`config.mk`:
```
export PLATFORM = sky130hd
export DESIGN_NAME = touch_key_lamp_controller
export DESIGN_NICKNAME = d
export VERILOG_FILES = /design/src/sv/tklc_pkg.sv /design/src/sv/touch_key_lamp_controller.sv /design/src/sv/tklc_core.sv /design/src/sv/tklc_out_buf.sv
export SDC_FILE = /design/constraint.sdc
export NUM_CORES = 1
export LEC_CHECK = 0
export ABC_AREA = 1
export CAP_MARGIN = 20
export CORE_MARGIN = 2
export CORE_UTILIZATION = 65
export CTS_BUF_LIST = sky130_fd_sc_hd__clkbuf_16
export DETAILED_ROUTE_END_ITERATION = 10
export DONT_BUFFER_PORTS = 1
export GPL_ROUTABILITY_DRIVEN = 1
export PLACE_DENSITY = 0.82
export SYNTH_ARGS = -nofsm -noshare
export SYNTH_HDL_FRONTEND = slang
export SYNTH_HIERARCHICAL = 1
export SYNTH_SLANG_ARGS = --single-unit
```
`constraint.sdc`:
```
create_clock -name clk -period 20.6 [get_ports clk]
set_input_delay 6.18 -clock clk [delete_from_list [all_inputs] [get_ports clk]]
set_output_delay 6.18 -clock clk [all_outputs]
set_load 0.02 [all_outputs]
```
`src/sv/tklc_pkg.sv`:
```
// Shared types, register indexes and fixed constants of the touch-key lamp controller.
package tklc_pkg;

  localparam int SAMPLE_W  = 16;
  localparam int HOLD_W    = 15;
  localparam int REL_W     = 10;
  localparam int LEVEL_W   = 3;
  localparam int CFG_W     = 15;
  localparam int CFG_IDX_W = 3;
  localparam int CALSUM_W  = 21;

  typedef logic [CFG_IDX_W-1:0] cfg_idx_t;

  localparam cfg_idx_t CFG_DEADBAND       = 3'd0;
  localparam cfg_idx_t CFG_TOUCH_MARGIN   = 3'd1;
  localparam cfg_idx_t CFG_RELEASE_MARGIN = 3'd2;
  localparam cfg_idx_t CFG_LEVEL_STEP     = 3'd3;
  localparam cfg_idx_t CFG_RECAL          = 3'd4;
  localparam cfg_idx_t CFG_TOGGLE         = 3'd5;

  localparam logic OP_CALIB = 1'b0;
  localparam logic OP_RUN   = 1'b1;

  localparam logic [7:0]        DEADBAND_RST       = 8'd15;
  localparam logic [9:0]        TOUCH_MARGIN_RST   = 10'd50;
  localparam logic [9:0]        RELEASE_MARGIN_RST = 10'd10;
  localparam logic [HOLD_W-1:0] LEVEL_STEP_RST     = 15'd15000;
  localparam logic [HOLD_W-1:0] RECAL_RST          = 15'd30000;
  localparam logic [HOLD_W-1:0] TOGGLE_RST         = 15'd500;

  localparam logic [HOLD_W-1:0]  HOLD_MAX    = 15'h7FFF;
  localparam logic [HOLD_W-1:0]  HOLD_RELOAD = 15'd1000;
  localparam logic [LEVEL_W-1:0] LEVEL_MIN   = 3'd1;
  localparam logic [LEVEL_W-1:0] LEVEL_MAX   = 3'd7;

  typedef struct packed {
    logic                op;
    logic [SAMPLE_W-1:0] sample;
    logic                sample_new;
  } item_t;

  typedef struct packed {
    logic [2:0]         lamp_bits;
    logic               lamp_on;
    logic [LEVEL_W-1:0] colour_level;
    logic               calibrated;
  } result_t;

  // Colour level to the three drive bits; bit 0 drives the first output.
  function automatic logic [2:0] colour_bits(input logic [LEVEL_W-1:0] level);
    logic [2:0] bits;
    case (level)
      3'd1:    bits = 3'b001;
      3'd2:    bits = 3'b010;
      3'd3:    bits = 3'b100;
      3'd4:    bits = 3'b011;
      3'd5:    bits = 3'b101;
      3'd6:    bits = 3'b110;
      3'd7:    bits = 3'b111;
      default: bits = 3'b000;
    endcase
    return bits;
  endfunction

endpackage

```
`src/sv/touch_key_lamp_controller.sv`:
```
// Top level of the touch-key lamp controller: input register, core and result register.
//
//  Channel  Handshake              Payload
//  -------  ---------------------  ----------------------------------------------
//  in       in_valid / in_stall    op, sample, sample_new
//  out      out_valid / out_stall  lamp_bits, lamp_on, colour_level, calibrated
//  cfg      cfg_we                 cfg_index, cfg_data (write only)
//
//  Every item gives one result: it waits in the input register, then the core's
//  next-state logic feeds the result register. One item is taken per cycle while
//  in_stall is low; the core's state feeds back through its next-state logic alone.
//  rst (synchronous, active high) resets valid flags, core state and configuration.
//  A stall on the result side holds the result register, then the input register,
//  and then raises in_stall; no result is dropped or repeated.
//
// The calibration average is found without a divider. Each sample is multiplied
// by a fixed reciprocal of the sample count on its way into the input register,
// and the core accumulates these scaled values. The baseline is then a bit slice
// of the accumulator, exact for every possible sum. The core keeps the filtered
// count, the hold and release counters, the colour level and the lamp state, and
// updates them once per transferred item. Configuration writes land directly in
// the core's registers.
module touch_key_lamp_controller import tklc_pkg::*; #(
  parameter int CALIB_SAMPLES       = 20,
  parameter int RELEASE_CLEAR_TICKS = 100,
  parameter int RELEASE_WRAP_TICKS  = 1000
) (
  input  logic                clk,
  input  logic                rst,
  input  logic                cfg_we,
  input  cfg_idx_t            cfg_index,
  input  logic [CFG_W-1:0]    cfg_data,
  input  logic                in_valid,
  output logic                in_stall,
  input  logic                op,
  input  logic [SAMPLE_W-1:0] sample,
  input  logic                sample_new,
  output logic                out_valid,
  input  logic                out_stall,
  output logic [2:0]          lamp_bits,
  output logic                lamp_on,
  output logic [LEVEL_W-1:0]  colour_level,
  output logic                calibrated
);

  // Reciprocal scaling: floor(sum * CAL_M / 2**CAL_P) equals the truncated
  // average for every sum that the calibration can reach.
  localparam int CAL_P    = CALSUM_W + $clog2(CALIB_SAMPLES);
  localparam int CAL_M    = ((1 << CAL_P) + CALIB_SAMPLES - 1) / CALIB_SAMPLES;
  localparam int MUL_W    = CAL_P + 1;
  localparam int SCALED_W = SAMPLE_W + MUL_W;

  logic                s1_valid;
  item_t               s1_item;
  logic [SCALED_W-1:0] s1_scaled;
  logic [SCALED_W-1:0] in_scaled;
  logic                in_xfer;
  logic                fire;
  logic                ob_ready;
  result_t             core_res;
  result_t             out_res;

  assign in_scaled = SCALED_W'(sample) * SCALED_W'(CAL_M);

  // The input register moves into the core whenever the result register can
  // take the result, so a full input register and a new transfer coexist.
  assign fire     = s1_valid && ob_ready;
  assign in_stall = s1_valid && !ob_ready;
  assign in_xfer  = in_valid && !in_stall;

  always_ff @(posedge clk) begin
    if (rst) begin
      s1_valid <= 1'b0;
    end else if (in_xfer) begin
      s1_valid <= 1'b1;
    end else if (fire) begin
      s1_valid <= 1'b0;
    end
  end

  always_ff @(posedge clk) begin
    if (in_xfer) begin
      s1_item.op         <= op;
      s1_item.sample     <= sample;
      s1_item.sample_new <= sample_new;
      s1_scaled          <= in_scaled;
    end
  end

  tklc_core #(
    .CALIB_SAMPLES       (CALIB_SAMPLES),
    .RELEASE_CLEAR_TICKS (RELEASE_CLEAR_TICKS),
    .RELEASE_WRAP_TICKS  (RELEASE_WRAP_TICKS)
  ) u_core (
    .clk       (clk),
    .rst       (rst),
    .cfg_we    (cfg_we),
    .cfg_index (cfg_index),
    .cfg_data  (cfg_data),
    .fire      (fire),
    .item      (s1_item),
    .scaled    (s1_scaled),
    .result    (core_res)
  );

  tklc_out_buf u_out_buf (
    .clk       (clk),
    .rst       (rst),
    .fire      (fire),
    .res_in    (core_res),
    .ready     (ob_ready),
    .out_valid (out_valid),
    .out_stall (out_stall),
    .res       (out_res)
  );

  assign lamp_bits    = out_res.lamp_bits;
  assign lamp_on      = out_res.lamp_on;
  assign colour_level = out_res.colour_level;
  assign calibrated   = out_res.calibrated;

endmodule

```
`src/sv/tklc_core.sv`:
```
// Controller state, configuration registers and the per-item next-state logic.
module tklc_core import tklc_pkg::*; #(
  parameter int CALIB_SAMPLES       = 20,
  parameter int RELEASE_CLEAR_TICKS = 100,
  parameter int RELEASE_WRAP_TICKS  = 1000
) (
  input  logic clk,
  input  logic rst,
  input  logic cfg_we,
  input  cfg_idx_t cfg_index,
  input  logic [CFG_W-1:0] cfg_data,
  input  logic fire,
  input  item_t item,
  input  logic [SAMPLE_W+CALSUM_W+$clog2(CALIB_SAMPLES):0] scaled,
  output result_t result
);

  localparam int CAL_P    = CALSUM_W + $clog2(CALIB_SAMPLES);
  localparam int MUL_W    = CAL_P + 1;
  localparam int ACC_W    = CALSUM_W + MUL_W;
  localparam int CNT_W    = $clog2(CALIB_SAMPLES + 1);

  localparam logic [CNT_W-1:0] CAL_N      = CNT_W'(CALIB_SAMPLES);
  localparam logic [REL_W:0]   REL_CLEAR  = (REL_W + 1)'(RELEASE_CLEAR_TICKS);
  localparam logic [REL_W:0]   REL_WRAP   = (REL_W + 1)'(RELEASE_WRAP_TICKS);

  logic [7:0]        deadband;
  logic [9:0]        touch_margin;
  logic [9:0]        release_margin;
  logic [HOLD_W-1:0] level_step_ticks;
  logic [HOLD_W-1:0] recal_ticks;
  logic [HOLD_W-1:0] toggle_ticks;

  logic [SAMPLE_W-1:0] baseline, baseline_next;
  logic [ACC_W-1:0]    calib_acc, calib_acc_next;
  logic [CNT_W-1:0]    calib_count, calib_count_next;
  logic [SAMPLE_W-1:0] held_count, held_count_next;
  logic [SAMPLE_W-1:0] filtered_count, filtered_count_next;
  logic [HOLD_W-1:0]   hold_ticks, hold_ticks_next;
  logic [REL_W-1:0]    release_ticks, release_ticks_next;
  logic [LEVEL_W-1:0]  level_reg, level_reg_next;
  logic                lamp_state, lamp_state_next;

  logic                done;
  logic [ACC_W-1:0]    acc_sum;
  logic [CNT_W-1:0]    cnt_inc;
  logic [SAMPLE_W-1:0] held_v;
  logic [SAMPLE_W-1:0] filt_v;
  logic                follow;
  logic                touch_zone;
  logic                free_zone;
  logic [HOLD_W-1:0]   hold_inc;
  logic [REL_W:0]      rel_inc;

  always_ff @(posedge clk) begin
    if (rst) begin
      deadband         <= DEADBAND_RST;
      touch_margin     <= TOUCH_MARGIN_RST;
      release_margin   <= RELEASE_MARGIN_RST;
      level_step_ticks <= LEVEL_STEP_RST;
      recal_ticks      <= RECAL_RST;
      toggle_ticks     <= TOGGLE_RST;
    end else if (cfg_we) begin
      case (cfg_index)
        CFG_DEADBAND:       deadband         <= cfg_data[7:0];
        CFG_TOUCH_MARGIN:   touch_margin     <= cfg_data[9:0];
        CFG_RELEASE_MARGIN: release_margin   <= cfg_data[9:0];
        CFG_LEVEL_STEP:     level_step_ticks <= cfg_data[HOLD_W-1:0];
        CFG_RECAL:          recal_ticks      <= cfg_data[HOLD_W-1:0];
        CFG_TOGGLE:         toggle_ticks     <= cfg_data[HOLD_W-1:0];
        default: ;
      endcase
    end
  end

  // The accumulator holds the calibration sum pre-scaled by the reciprocal
  // of the sample count, so the average is a plain bit slice of it.
  assign done    = (calib_count >= CAL_N);
  assign acc_sum = calib_acc + ACC_W'(scaled);
  assign cnt_inc = calib_count + CNT_W'(1);

  // All margin compares are rearranged into unsigned adds that cannot wrap.
  assign held_v = item.sample_new ? item.sample : held_count;
  assign follow = ({1'b0, held_v} > ({1'b0, filtered_count} + 17'(deadband))) ||
                  (({1'b0, held_v} + 17'(deadband)) < {1'b0, filtered_count});
  assign filt_v = follow ? held_v : filtered_count;
  assign touch_zone = ({1'b0, filt_v} + 17'(touch_margin)) < {1'b0, baseline};
  assign free_zone  = ({1'b0, filt_v} + 17'(release_margin)) > {1'b0, baseline};
  assign hold_inc   = (hold_ticks != HOLD_MAX) ? hold_ticks + HOLD_W'(1) : hold_ticks;
  assign rel_inc    = {1'b0, release_ticks} + (REL_W + 1)'(1);

  always_comb begin
    baseline_next       = baseline;
    calib_acc_next      = calib_acc;
    calib_count_next    = calib_count;
    held_count_next     = held_count;
    filtered_count_next = filtered_count;
    hold_ticks_next     = hold_ticks;
    release_ticks_next  = release_ticks;
    level_reg_next      = level_reg;
    lamp_state_next     = lamp_state;
    if (fire) begin
      if (item.op == OP_CALIB) begin
        if (!done) begin
          held_count_next  = item.sample;
          calib_acc_next   = acc_sum;
          calib_count_next = cnt_inc;
          if (cnt_inc >= CAL_N) begin
            baseline_next = acc_sum[CAL_P +: SAMPLE_W];
          end
        end
      end else if (done) begin
        held_count_next     = held_v;
        filtered_count_next = filt_v;
        if (touch_zone) begin
          hold_ticks_next = hold_inc;
          if (lamp_state && (hold_inc > level_step_ticks)) begin
            level_reg_next  = (level_reg == LEVEL_MAX) ? LEVEL_MIN : level_reg + LEVEL_W'(1);
            hold_ticks_next = HOLD_RELOAD;
          end else if (!lamp_state && (hold_inc > recal_ticks)) begin
            hold_ticks_next = '0;
            baseline_next   = filt_v;
          end
        end else if (free_zone) begin
          if (rel_inc > REL_CLEAR) begin
            hold_ticks_next = '0;
          end
          release_ticks_next = (rel_inc > REL_WRAP) ? '0 : rel_inc[REL_W-1:0];
        end
        if (hold_ticks_next == toggle_ticks) begin
          lamp_state_next = ~lamp_state;
        end
      end
    end
  end

  always_ff @(posedge clk) begin
    if (rst) begin
      baseline       <= '0;
      calib_acc      <= '0;
      calib_count    <= '0;
      held_count     <= '0;
      filtered_count <= '0;
      hold_ticks     <= '0;
      release_ticks  <= '0;
      level_reg      <= LEVEL_MIN;
      lamp_state     <= 1'b0;
    end else begin
      baseline       <= baseline_next;
      calib_acc      <= calib_acc_next;
      calib_count    <= calib_count_next;
      held_count     <= held_count_next;
      filtered_count <= filtered_count_next;
      hold_ticks     <= hold_ticks_next;
      release_ticks  <= release_ticks_next;
      level_reg      <= level_reg_next;
      lamp_state     <= lamp_state_next;
    end
  end

  always_comb begin
    result.lamp_bits    = lamp_state_next ? colour_bits(level_reg_next) : 3'b000;
    result.lamp_on      = lamp_state_next;
    result.colour_level = level_reg_next;
    result.calibrated   = (calib_count_next >= CAL_N);
  end

  a_level_nonzero: assert property (@(posedge clk) disable iff (rst)
    level_reg != '0)
    else $error("colour level left its range");

  a_idle_before_cal: assert property (@(posedge clk) disable iff (rst)
    (calib_count < CAL_N) |-> (!lamp_state && (hold_ticks == '0)))
    else $error("run state moved before calibration finished");

  a_release_bound: assert property (@(posedge clk) disable iff (rst)
    release_ticks <= REL_WRAP[REL_W-1:0])
    else $error("release count passed its wrap point");

  a_hold_without_fire: assert property (@(posedge clk) disable iff (rst)
    !fire |=> ($stable(lamp_state) && $stable(level_reg) && $stable(baseline)))
    else $error("state changed without an item");

endmodule

```
`src/sv/tklc_out_buf.sv`:
```
// Result register with valid/stall handshake toward the consumer.
module tklc_out_buf import tklc_pkg::*; (
  input  logic    clk,
  input  logic    rst,
  input  logic    fire,
  input  result_t res_in,
  output logic    ready,
  output logic    out_valid,
  input  logic    out_stall,
  output result_t res
);

  // A new result may enter when the register is empty or is being emptied.
  assign ready = !out_valid || !out_stall;

  always_ff @(posedge clk) begin
    if (rst) begin
      out_valid <= 1'b0;
    end else if (fire) begin
      out_valid <= 1'b1;
    end else if (!out_stall) begin
      out_valid <= 1'b0;
    end
  end

  always_ff @(posedge clk) begin
    if (fire) begin
      res <= res_in;
    end
  end

endmodule
```
# == Word level (Yosys, flattened, before mapping) ==
# Cells that the tools add are included.
# totals
register_bits,267
input_bits,41
out_inout_bits,10
elab_cells,137
# classes
add_sub_neg,9
mul,1
n_lt_le_gt_ge,11
n_eq_ne,21
mux,40
bitwise_logic,4
reduce_logical,26
# op_table
cell,n
two-way mux 16 bit,12
two-way mux 15 bit,9
adder 48 x 38 -> 48 bit,1
"multiplier 16 x 20 -> 36 bit, second input constant",1
adder 16 x 10 -> 17 bit,2
adder 16 x 8 -> 17 bit,2
< comparator 17 x 16 -> 1 bit,2
greater-than comparator 15 bit,2
"== test 3 bit, second input constant",7
case mux 3 bit (7 select lines),1
two-way mux 3 bit,6
greater-than comparator 16 x 17 -> 1 bit,1
greater-than comparator 17 x 16 -> 1 bit,1
"adder 15 x 1 -> 15 bit, second input constant",1
== test 15 bit,1
">= comparator 5 bit, second input constant",3
two-way mux 5 bit,3
"inequality test 15 bit, second input constant",1
"== test 3 x 2 -> 1 bit, second input constant",4
AND reduction 2 bit,6
"adder 10 x 1 -> 11 bit, second input constant",1
"greater-than comparator 11 x 10 -> 1 bit, second input constant",1
"greater-than comparator 11 x 7 -> 1 bit, second input constant",1
two-way mux 10 bit,1
other kinds (15),42

# == Longest topological paths before layout ==
# Gate-level depths: netlist of run 1.
# logic_depth
ltp_word,17
mapped_depth,66
ltp_nobuf,64

# == Hierarchy ==
# The synthesis of run 1 kept the hierarchy.
# by_module_without_submodules
mod,instances,cells_each,area_per_inst_um2
tklc_core,1,2256,15351.0
touch_key_lamp_controller,1,893,7419.6
tklc_out_buf,1,12,279.0

# == Least setup slack after synthesis of run 1 ==
# Ideal clock, no wire load.
# synth_path
path_kind,input-to-output
from,in out_stall
to,out in_stall
arrival_ns,6.495
setup_slack_ns,7.925
stages,4
n_path_buf,0
cell_sequence,nand2_2 > inv_1 > nand2_1 > inv_1
# synth_via
elab_chain_len,4
# synth_rtl
element,line,source
from (decl),touch_key_lamp_controller.sv:39,"input logic out_stall,"
logical NOT 1 bit,tklc_out_buf.sv:14,assign ready = !out_valid || !out_stall;
logical OR 1 bit,tklc_out_buf.sv:14,
logical NOT 1 bit,touch_key_lamp_controller.sv:68,assign in_stall = s1_valid && !ob_ready;
logical AND 1 bit,touch_key_lamp_controller.sv:68,
to (decl),touch_key_lamp_controller.sv:34,"output logic in_stall,"
# No other way between the ends.

# == Worst setup path in the final report of run 1 ==
# Same ends and word-level chain as after synthesis.

==> flow_summary_export.csv, run 1 <==
group,metric,value,unit
status,status,"finished clean",
sta,tightestPinTransition,950.3,ps
power_and_ir_drop,ir_drop,0.0002172,V
sta,timing.final.ws_setup,7852,ps
flow_run,maxCapViolCount,0,
floorplan,die_h,192.3,microns
detailed_routing,antenna_left,0,
clock_network,h-tree-depth,1,
layout,final_net_count,3585,
clock_network,cts_setup_buffers,0,
clock_network,cts_tree,"done",
critical_path,start_kind,"primary input",
clock_network,cts_hold_buf,0,
layout,multi_input_area,14710,sq um
power_and_ir_drop,netSwitchingPower,1.498,mW
floorplan,core_area,34710,sq um
detailed_routing,via_per_inst,5.677,
layout,regMostFlops,"u_core/calib_acc",
floorplan,rows,68,
power_and_ir_drop,p_int,1.615,mW
detailed_routing,drc,0,
global_routing,grt_pass1_vias,19642,
critical_path,critPathCaptureType,"output pin",
sta,maxSlewHeadroom,0.3665,
power_and_ir_drop,clkPwrFrac,0.176,
layout,largest_reg_flops,42,
power_and_ir_drop,p_seq_frac,0.211,
sta,fin_tns_setup,0,ps
layout,n_fill_cell,2813,
synthesis,ys.flop_type,"dfxtp_1",
detailed_routing,routedWlPerCell,16.63,microns
power_and_ir_drop,leakagePower,12.75,nW
synthesis,synth_cell_type_count,56,
clock_network,root_buffer,"clkbuf_16",
detailed_routing,vias,20608,
detailed_routing,drt-initial-drc-count,1599,
clock_network,clkTransAtPathRegs,60,ps
detailed_routing,routed_wl,60380,microns
sta,drv_slew,0,
clock_network,clkSinkCount,259,
sta,finalHoldViolCount,0,
synthesis,synth_seq_cells,259,
clock_network,clk_latency,580,ps
synthesis,synth-edff-count,60,
layout,reg_top3,"u_core/calib_acc: 42 flops, s1_scaled: 34 flops, s1_item: 18 flops",
power_and_ir_drop,swShare,0.4812,
floorplan,start_util,0.6640,
floorplan,ioPinCount,51,
synthesis,netlist_area,23050,sq um
sta,rsz0062_at_grt,"no",
synthesis,synthArstFlopShare,0,
global_routing,grt_usage,0.3266,
layout,ff_latch_area,5786,sq um
sta,skew,32.55,ps
synthesis,synth_warnings,6,
synthesis,synth_cells,3161,
synthesis,avgSynthCellArea,7.292,sq um
global_routing,grt_antenna_before_repair,0,
placed_design,dp_hpwl,46950,microns
power_and_ir_drop,p_comb_frac,0.613,
layout,drive_above_1_share,0.04850,
synthesis,yosysSeqAreaShare,0.2510,
critical_path,cp_max_fo,3,
sta,fin_crit_sh,0.6189,
worst_hold_path,min_path_type,"register to register",
power_and_ir_drop,p_total,3.112,mW
global_routing,grt_max_degree,94,
clock_network,clock_path_buffers,3,
layout,layoutNonFillerInstCount,3630,
placed_design,io_buffer_count,0,
sta,fmax,78.44,MHz
global_routing,grt_pass1_wl,96860,microns
sta,period_minus_slack,12750,ps
detailed_routing,dr.pass1.iters,5,
layout,n_antenna_cell,0,
clock_network,cts_made_buffers,28,
power_and_ir_drop,p_per_area,126.9,nW/um^2
sta,hold_ws,460.6,ps
critical_path,path_class,"primary input to output pin",
placed_design,place_ws,7846,ps
clock_network,cts.repair.resized,0,
layout,final_cell_area,24520,sq um
placed_design,place.gp.congestion,0.9585,
layout,area_delta_synth_final,6.384,%
critical_path,arrival,6570,ps
placed_design,dpl_cell_area,23530,sq um
floorplan,dieWidth,192.3,microns
critical_path,worstPathRequired,14420,ps
global_routing,grt_overflow,0,
floorplan,die_area,36980,sq um
sta,setup_viol,0,
layout,utilization,0.7064,
placed_design,dp.cells,3577,
==> final timing paths <==
check / to / startpoint / slack (ps) / cells after the start
setup reg to reg: u_out_buf/res[6] / s1_item[0] / 10740 / 50
hold reg to reg: u_core/held_count[0] / u_core/held_count[0] / 460 / 2
hold / removal: u_core/held_count[0] / u_core/held_count[0] / 460 / 2
setup / recovery: in_stall / out_stall / 7850 / 4
==> power by group through the flow <==
stage | combinational [mW] | clock, mW | sequential [mW]
after floorplan | 1.42 | 0 | 0.656
after global placement | 1.85 | 0 | 0.666
after detailed placement | 1.89 | 0 | 0.667
after CTS | 1.91 | 0.552 | 0.656
after global routing | 2.15 | 0.572 | 0.661
final | 1.91 | 0.548 | 0.657
==> worst max-delay path, stage by stage <==
cell and delay (ps):
nand2_2 50, inv_1 60, nand2_1 60, inv_1 210
==> synth_stat cells, drive strengths merged (6+ instances only) <==
| library cell | n | area (sq um) |
|---|---|---|
| nand3 | 101 | 545.5 |
| nor2 | 288 | 1137 |
| a21oi | 278 | 1418 |
| o21a | 13 | 100.1 |
| or2 | 6 | 37.53 |
| nand4 | 17 | 106.4 |
| ha | 308 | 3854 |
| nor3 | 28 | 165.2 |
| fa | 83 | 1662 |
| dfxtp | 199 | 3984 |
| o21bai | 10 | 75.07 |
| a31oi | 13 | 81.33 |
| a211oi | 13 | 97.59 |
| buf | 10 | 71.31 |
| o211ai | 27 | 202.7 |
| nor4 | 10 | 83.83 |
| a221oi | 6 | 52.55 |
| a21boi | 9 | 67.56 |
| xnor2 | 42 | 367.9 |
| nand2 | 625 | 2495 |
| inv | 609 | 2286 |
| a21o | 6 | 45.04 |
| o21ai | 235 | 1187 |
| clkbuf | 56 | 210.2 |
| edfxtp | 60 | 1802 |
| xor2 | 89 | 779.5 |
==> layout make-up <==
type                            count  area share
Clock buffer                       28     0.02857
Clock inverter                     24     0.01174
Inverter                          613     0.09384
Multi-Input combinational cell   2229      0.6000
Sequential cell                   259      0.2359
Tap cell                          455     0.02322
Timing Repair Buffer               22    0.006735
==> cell usage in the layout, fill, tap and decap left out, drive strengths merged, types with 3 or more instances in the layout <==
| master | instances |
|---|---|
| nand2 | 625 |
| inv | 614 |
| ha | 308 |
| nor2 | 288 |
| a21oi | 278 |
| o21ai | 235 |
| dfxtp | 199 |
| nand3 | 101 |
| xor2 | 89 |
| fa | 83 |
| edfxtp | 60 |
| xnor2 | 42 |
| clkbuf | 28 |
| nor3 | 28 |
| o211ai | 27 |
| buf | 22 |
| nand4 | 17 |
| clkinv | 15 |
| a211oi | 13 |
| a31oi | 13 |
| o21a | 13 |
| o21bai | 10 |
| nor4 | 10 |
| a21boi | 9 |
| conb | 7 |
| a21o | 6 |
| bufinv | 6 |
| a221oi | 6 |
| or2 | 6 |
| o31ai | 4 |
| o2111ai | 3 |
==> logic make-up (layout without fill, tap and decap cells) <==
group | after synthesis | count (layout) | share of synthesized area
AO/OA/AOI/OAI | 621 | 621 | 0.1482
XOR/XNOR | 131 | 131 | 0.04978
adder cells (fa/ha/maj) | 391 | 391 | 0.2393
buffers and inverters | 679 | 687 | 0.1120
flip-flops | 259 | 259 | 0.2510
other | 1 | 7 | 0.0001627
AND/OR/NAND/NOR | 1079 | 1079 | 0.1995
==> layer usage <==
| layer | vias to the layer above | GRT usage | part of all wire |
|---|---|---|---|
| li1 | 10138 | - | - |
| met2 | 709 | 0.5793 | 0.49 |
| met1 | 9622 | 0.4108 | 0.42 |
| met4 | 0 | 0.1207 | 0.034 |
| met3 | 139 | 0.03292 | 0.059 |
| met5 | - | 0 | 0 |
No activity file was read; power rests on OpenSTA's default activity.
==> run 2: changes to the inputs <==
Clock period 20.6 ns to 12.7 ns, I/O delays scaled along.
==> run 2 against run 1 <==
  * Register-to-register slack worse by 7500 ps
  * Sequential power is 63% higher
  * Flip-flop and latch count stayed put
  * Wire length is 2.8% higher
  * Worst setup slack worse by 4600 ps
  * Final cell count is 0.11% lower
  * Via count is 0.17% lower
  * Combinational power is 64% higher
  * Clock power is 49% higher
  * Largest power group unchanged
==> flow_summary_export.csv, run 2 (synthesis gave the netlist of run 1 again) <==
group,metric,value,unit
status,status,"finished clean",
layout,final_cell_mix,"inv_1, nand2_1, ha_1",
critical_path,cpMostUsedCell,"nand2_1",
detailed_routing,routed_wl,62050,microns
clock_network,cts_made_buffers,29,
clock_network,h-tree-depth,1,
floorplan,dieWidth,192.3,microns
clock_network,clkTransAtPathRegs,60,ps
critical_path,worstPathRequired,13010,ps
clock_network,cts.repair.resized,0,
critical_path,path_class,"register to register",
critical_path,crit_slowest_cell,"o21ai_0",
critical_path,max_stage_delay,690,ps
clock_network,root_buffer,"clkbuf_16",
sta,drv_slew,0,
power_and_ir_drop,p_int,2.557,mW
floorplan,start_util,0.6640,
critical_path,critPathCaptureType,"register",
sta,hold_ws,463.4,ps
sta,skew,8.598,ps
placed_design,io_buffer_count,0,
floorplan,core_area,34710,sq um
power_and_ir_drop,netSwitchingPower,2.465,mW
critical_path,crit_end,"u_out_buf/res[5]",
global_routing,grt_pass1_vias,20045,
layout,final_net_count,3582,
placed_design,place.gp.congestion,0.9783,
sta,finalHoldViolCount,0,
layout,drive_above_1_share,0.04636,
clock_network,cts_hold_buf,0,
detailed_routing,vias,20572,
global_routing,grt_overflow,0,
sta,rsz0062_at_grt,"no",
layout,n_fill_cell,2880,
critical_path,crit_start,"s1_item[0]",
sta,maxSlewHeadroom,0.2843,
detailed_routing,via_per_inst,5.673,
clock_network,clk_latency,560,ps
power_and_ir_drop,ir_drop,0.0003252,V
detailed_routing,drc,0,
sta,fin_crit_sh,0.7416,
clock_network,cts_setup_buffers,0,
power_and_ir_drop,clkPwrFrac,0.163,
layout,area_delta_synth_final,5.912,%
critical_path,arrival,9730,ps
detailed_routing,drt-initial-drc-count,1488,
worst_hold_path,min_path_type,"register to register",
sta,fmax,106.2,MHz
global_routing,grt_pass1_wl,99790,microns
global_routing,grt_usage,0.3386,
critical_path,r2r_end,"u_out_buf/res[5]",
worst_hold_path,holdPathStages,2,
detailed_routing,antenna_left,0,
sta,fin_tns_setup,0,ps
clock_network,clkSinkCount,259,
critical_path,cp_max_fo,32,
layout,regMostFlops,"u_core/calib_acc",
layout,final_common_cell,"inv_1",
clock_network,clock_path_buffers,3,
floorplan,rows,68,
global_routing,grt_max_degree,108,
placed_design,dpl_cell_area,23500,sq um
clock_network,cts_tree,"done",
flow_run,maxCapViolCount,0,
detailed_routing,dr.pass1.iters,6,
floorplan,die_area,36980,sq um
sta,setup_viol,0,
layout,reg_top3,"u_core/calib_acc: 42 flops, s1_scaled: 34 flops, s1_item: 18 flops",
critical_path,r2r_cells,56,
placed_design,dp_hpwl,49260,microns
sta,tightestPinTransition,1074,ps
layout,n_antenna_cell,0,
power_and_ir_drop,leakagePower,12.70,nW
power_and_ir_drop,swShare,0.4908,
critical_path,reg2reg_slack,3280,ps
power_and_ir_drop,p_per_area,205.7,nW/um^2
layout,final_cell_area,24410,sq um
global_routing,grt_antenna_before_repair,0,
floorplan,ioPinCount,51,
power_and_ir_drop,p_comb_frac,0.625,
critical_path,regToRegStartpoint,"s1_item[0]",
layout,largest_reg_flops,42,
critical_path,start_kind,"register",
sta,period_minus_slack,9418,ps
power_and_ir_drop,p_seq_frac,0.213,
detailed_routing,routedWlPerCell,17.11,microns
floorplan,die_h,192.3,microns
-- run 2: cell types whose count changed in the layout (fill, tap and decap cells not counted), moves of 2 or more --
cell       before  now
buf_4          22   18
inv_1         604  606
bufinv_16       6    2
clkbuf_16      28   30
-- run 2: worst min-delay path by stage --
stage	to	startpoint	slack, ps
6_report	u_core/held_count[15]	u_core/held_count[15]	460
5_1_grt	u_core/held_count[15]	u_core/held_count[15]	480
4_1_cts	u_core/held_count[13]	u_core/held_count[13]	460
3_5_place_dp	u_core/held_count[13]	u_core/held_count[13]	450
3_3_place_gp	u_core/held_count[0]	u_core/held_count[0]	440
2_1_floorplan	u_core/level_step_ticks[10]	u_core/level_step_ticks[10]	440
-- run 2: critical path, delay by kind of cell, from the launching register on --
family,cells,cell delay [ps]
AOI/OAI and AO/OA,13,3030
buffers and inverters,7,790
DFF,1,370
and+or+nand+nor,29,3040
xor gates and xnor gates,2,340
adders and majority gates,5,1570
-- run 2: power groups by stage --
| stage | sequential (mW) | combinational (mW) | clock (mW) |
|---|---|---|---|
| floorplan | 1.06 | 2.30 | 0 |
| global placement | 1.08 | 3.01 | 0 |
| detailed placement | 1.08 | 3.10 | 0 |
| CTS | 1.07 | 3.12 | 0.825 |
| global route | 1.07 | 3.51 | 0.857 |
| finish | 1.07 | 3.14 | 0.816 |
-- run 2: metal layers --
metal  part of all wire  global-route usage  vias up
li1                   -                   -    10133
met1               0.41              0.4202     9551
met2               0.48              0.5870      722
met3              0.066             0.04274      166
met4              0.046              0.1544        0
met5                  0                   0        -
-- run 2: final cells by class --
class,count,area [sq um],share of cell area
clock inverter,22,158.9,0.006509
clock buffer,30,750.7,0.03075
tap,455,569.3,0.02332
sequential,259,5786,0.2370
inverter,613,2301,0.09425
multi-input combinational,2229,14710,0.6026
timing repair buffer,18,135.1,0.005535
-- run 2: per-stage QoR --
stage	utilization	setup WS (ps)	power, mW	std cells
floorplan	-	4428	3.362	3167
global placement	0.6770	3832	4.095	3574
detailed placement	0.6770	3587	4.183	3574
CTS	0.7033	3493	5.015	3626
global route	0.7033	2406	5.437	3626
finish	0.7033	3282	5.022	3626
==> run 3: changes to the inputs <==
Settings changed: CORE_UTILIZATION 65 to 60, PLACE_DENSITY 0.82 to 0.8.
Clock period 12.7 ns to 7.65 ns, I/O delays scaled along.
==> run 3 against run 2 <==
  * The run now ends with setup timing left
  * Clock power rose by 90%
  * Wire length rose by 4.6%
  * Critical path type unchanged
  * Largest cell class unchanged
  * Total power rose by 74%
==> flow_summary_export.csv, run 3 (synthesis gave the netlist of run 1 again) <==
group,metric,value,unit
critical_path,max_stage_delay,420,ps
detailed_routing,drc,0,
clock_network,cts_hold_buf,0,
floorplan,rows,71,
critical_path,cp_max_fo,8,
floorplan,dieWidth,200,microns
placed_design,io_buffer_count,0,
clock_network,root_buffer,"clkbuf_16",
layout,area_delta_synth_final,15.35,%
power_and_ir_drop,leakagePower,13.57,nW
layout,drive_above_1_share,0.1307,
worst_hold_path,hold_path_startpoint,"u_core/recal_ticks[3]",
sta,rsz0062_at_grt,"yes",
sta,setup_viol,5,
worst_hold_path,holdPathStages,2,
clock_network,clkTransAtPathRegs,60,ps
detailed_routing,antenna_left,0,
layout,final_cell_mix,"inv_1, nand2_1, ha_1",
status,violations,"setup timing",
clock_network,clkSinkCount,259,
power_and_ir_drop,netSwitchingPower,4.167,mW
clock_network,clk_latency,600,ps
sta,fin_crit_sh,1.019,
clock_network,h-tree-depth,1,
floorplan,ioPinCount,51,
global_routing,grt_usage,0.3133,
power_and_ir_drop,swShare,0.4781,
sta,skew,36.13,ps
global_routing,grt_max_degree,108,
sta,period_minus_slack,7794,ps
flow_run,maxCapViolCount,0,
detailed_routing,routedWlPerCell,16.98,microns
critical_path,critPathCaptureType,"register",
critical_path,cpMostUsedCell,"nand2_1",
critical_path,reg2reg_slack,-140,ps
critical_path,r2r_cells,59,
detailed_routing,routed_wl,64910,microns
detailed_routing,via_per_inst,5.487,
status,status,"complete, but fails checks",
critical_path,regToRegStartpoint,"s1_item[0]",
floorplan,start_util,0.6105,
power_and_ir_drop,clkPwrFrac,0.178,
placed_design,dp_hpwl,49290,microns
layout,final_common_cell,"inv_1",
power_and_ir_drop,p_comb_frac,0.619,
floorplan,core_area,37760,sq um
layout,final_cell_area,26590,sq um
global_routing,grt_antenna_before_repair,0,
critical_path,path_class,"register to register",
sta,tightestPinTransition,1080,ps
sta,finalHoldViolCount,0,
sta,timing.final.ws_setup,-144.2,ps
clock_network,clock_path_buffers,3,
placed_design,dpl_cell_area,24410,sq um
layout,n_antenna_cell,0,
power_and_ir_drop,ir_drop,0.0004717,V
sta,fmax,128.3,MHz
global_routing,grt_pass1_wl,99430,microns
layout,regMostFlops,"u_core/calib_acc",
sta,drv_slew,0,
critical_path,crit_slowest_cell,"edfxtp_1",
power_and_ir_drop,p_int,4.548,mW
power_and_ir_drop,p_per_area,327.8,nW/um^2
placed_design,place.gp.congestion,0.9882,
clock_network,cts_tree,"done",
layout,final_net_count,3720,
critical_path,r2r_end,"u_out_buf/res[7]",
critical_path,worstPathRequired,7990,ps
clock_network,cts_made_buffers,30,
layout,largest_reg_flops,42,
worst_hold_path,min_path_type,"register to register",
detailed_routing,drt-initial-drc-count,1244,
global_routing,grt_pass1_vias,20341,
floorplan,die_area,40000,sq um
critical_path,start_kind,"register",
global_routing,grt_overflow,0,
detailed_routing,dr.pass1.iters,8,
layout,reg_top3,"u_core/calib_acc: 42 flops, s1_scaled: 34 flops, s1_item: 18 flops",
layout,utilization,0.7042,
sta,maxSlewHeadroom,0.2803,
critical_path,arrival,8130,ps
worst_hold_path,whs_endpoint,"u_core/recal_ticks[3]",
detailed_routing,vias,20977,
floorplan,die_h,200,microns
power_and_ir_drop,p_seq_frac,0.203,
[run 3: how the worst max path moves through the flow]
| stage | from | endpoint | cells past startpoint |
|---|---|---|---|
| floorplan | s1_item[0] | u_out_buf/res[4] | 66 |
| global placement | s1_item[0] | u_out_buf/res[6] | 58 |
| detailed placement | s1_item[0] | u_core/lamp_state | 60 |
| CTS | s1_item[0] | u_out_buf/res[7] | 59 |
| global route | s1_item[0] | u_out_buf/res[7] | 61 |
| finish | s1_item[0] | u_out_buf/res[7] | 59 |
[run 3: layer usage]
layer	global-route usage	share of wire	wire, microns
met5	0	0	0
met1	0.3605	0.39	25190
met3	0.04368	0.060	3867
met4	0.1484	0.055	3596
met2	0.5727	0.50	32260
[run 3: repair_timing]
action,4_1_cts,5_1_grt
resized for setup,22,180
buffers inserted,1,23
cloned,0,5
setup endpoints to repair,23,52
pin swaps,3,68
[run 3: metrics by stage]
stage          hold slack (ps)  instances  setup slack [ps]  TNS, ps  power [mW]
2_1_floorplan            435.3       3167             20.25        0       5.588
3_3_place_gp             446.4       3737            -224.9    -1107       6.933
3_5_place_dp             455.5       3737            -519.1    -5308       7.017
4_1_cts                  465.3       3794             13.93        0       8.608
5_1_grt                  486.7       3823            -729.1   -11380       9.446
6_report                 459.6       3823            -144.2   -596.1       8.715
[run 3: critical path, delay by kind of cell, from the launching register on]
kind,cells,cell delay (ps)
adder cells (fa/ha/maj),5,1460
flip-flops,1,420
AND/OR/NAND/NOR,32,2650
XOR/XNOR,2,270
AO/OA/AOI/OAI,15,2010
buffers and inverters,5,720
[run 3: power by group through the flow]
stage,Combinational [mW],Clock [mW],Sequential [mW]
floorplan,3.82,0,1.77
global placement,5.14,0,1.80
detailed placement,5.22,0,1.80
CTS,5.27,1.56,1.77
global route,6.05,1.62,1.78
finish,5.40,1.55,1.77
[run 3: cell type report]
class,instances,area (sq um)
sequential,259,5787
inverter,613,2301
fill,3001,11170
clock inverter,25,286.5
multi-input combinational,2231,15560
tap,511,639.4
timing repair buffer,153,1234
clock buffer,31,775.7
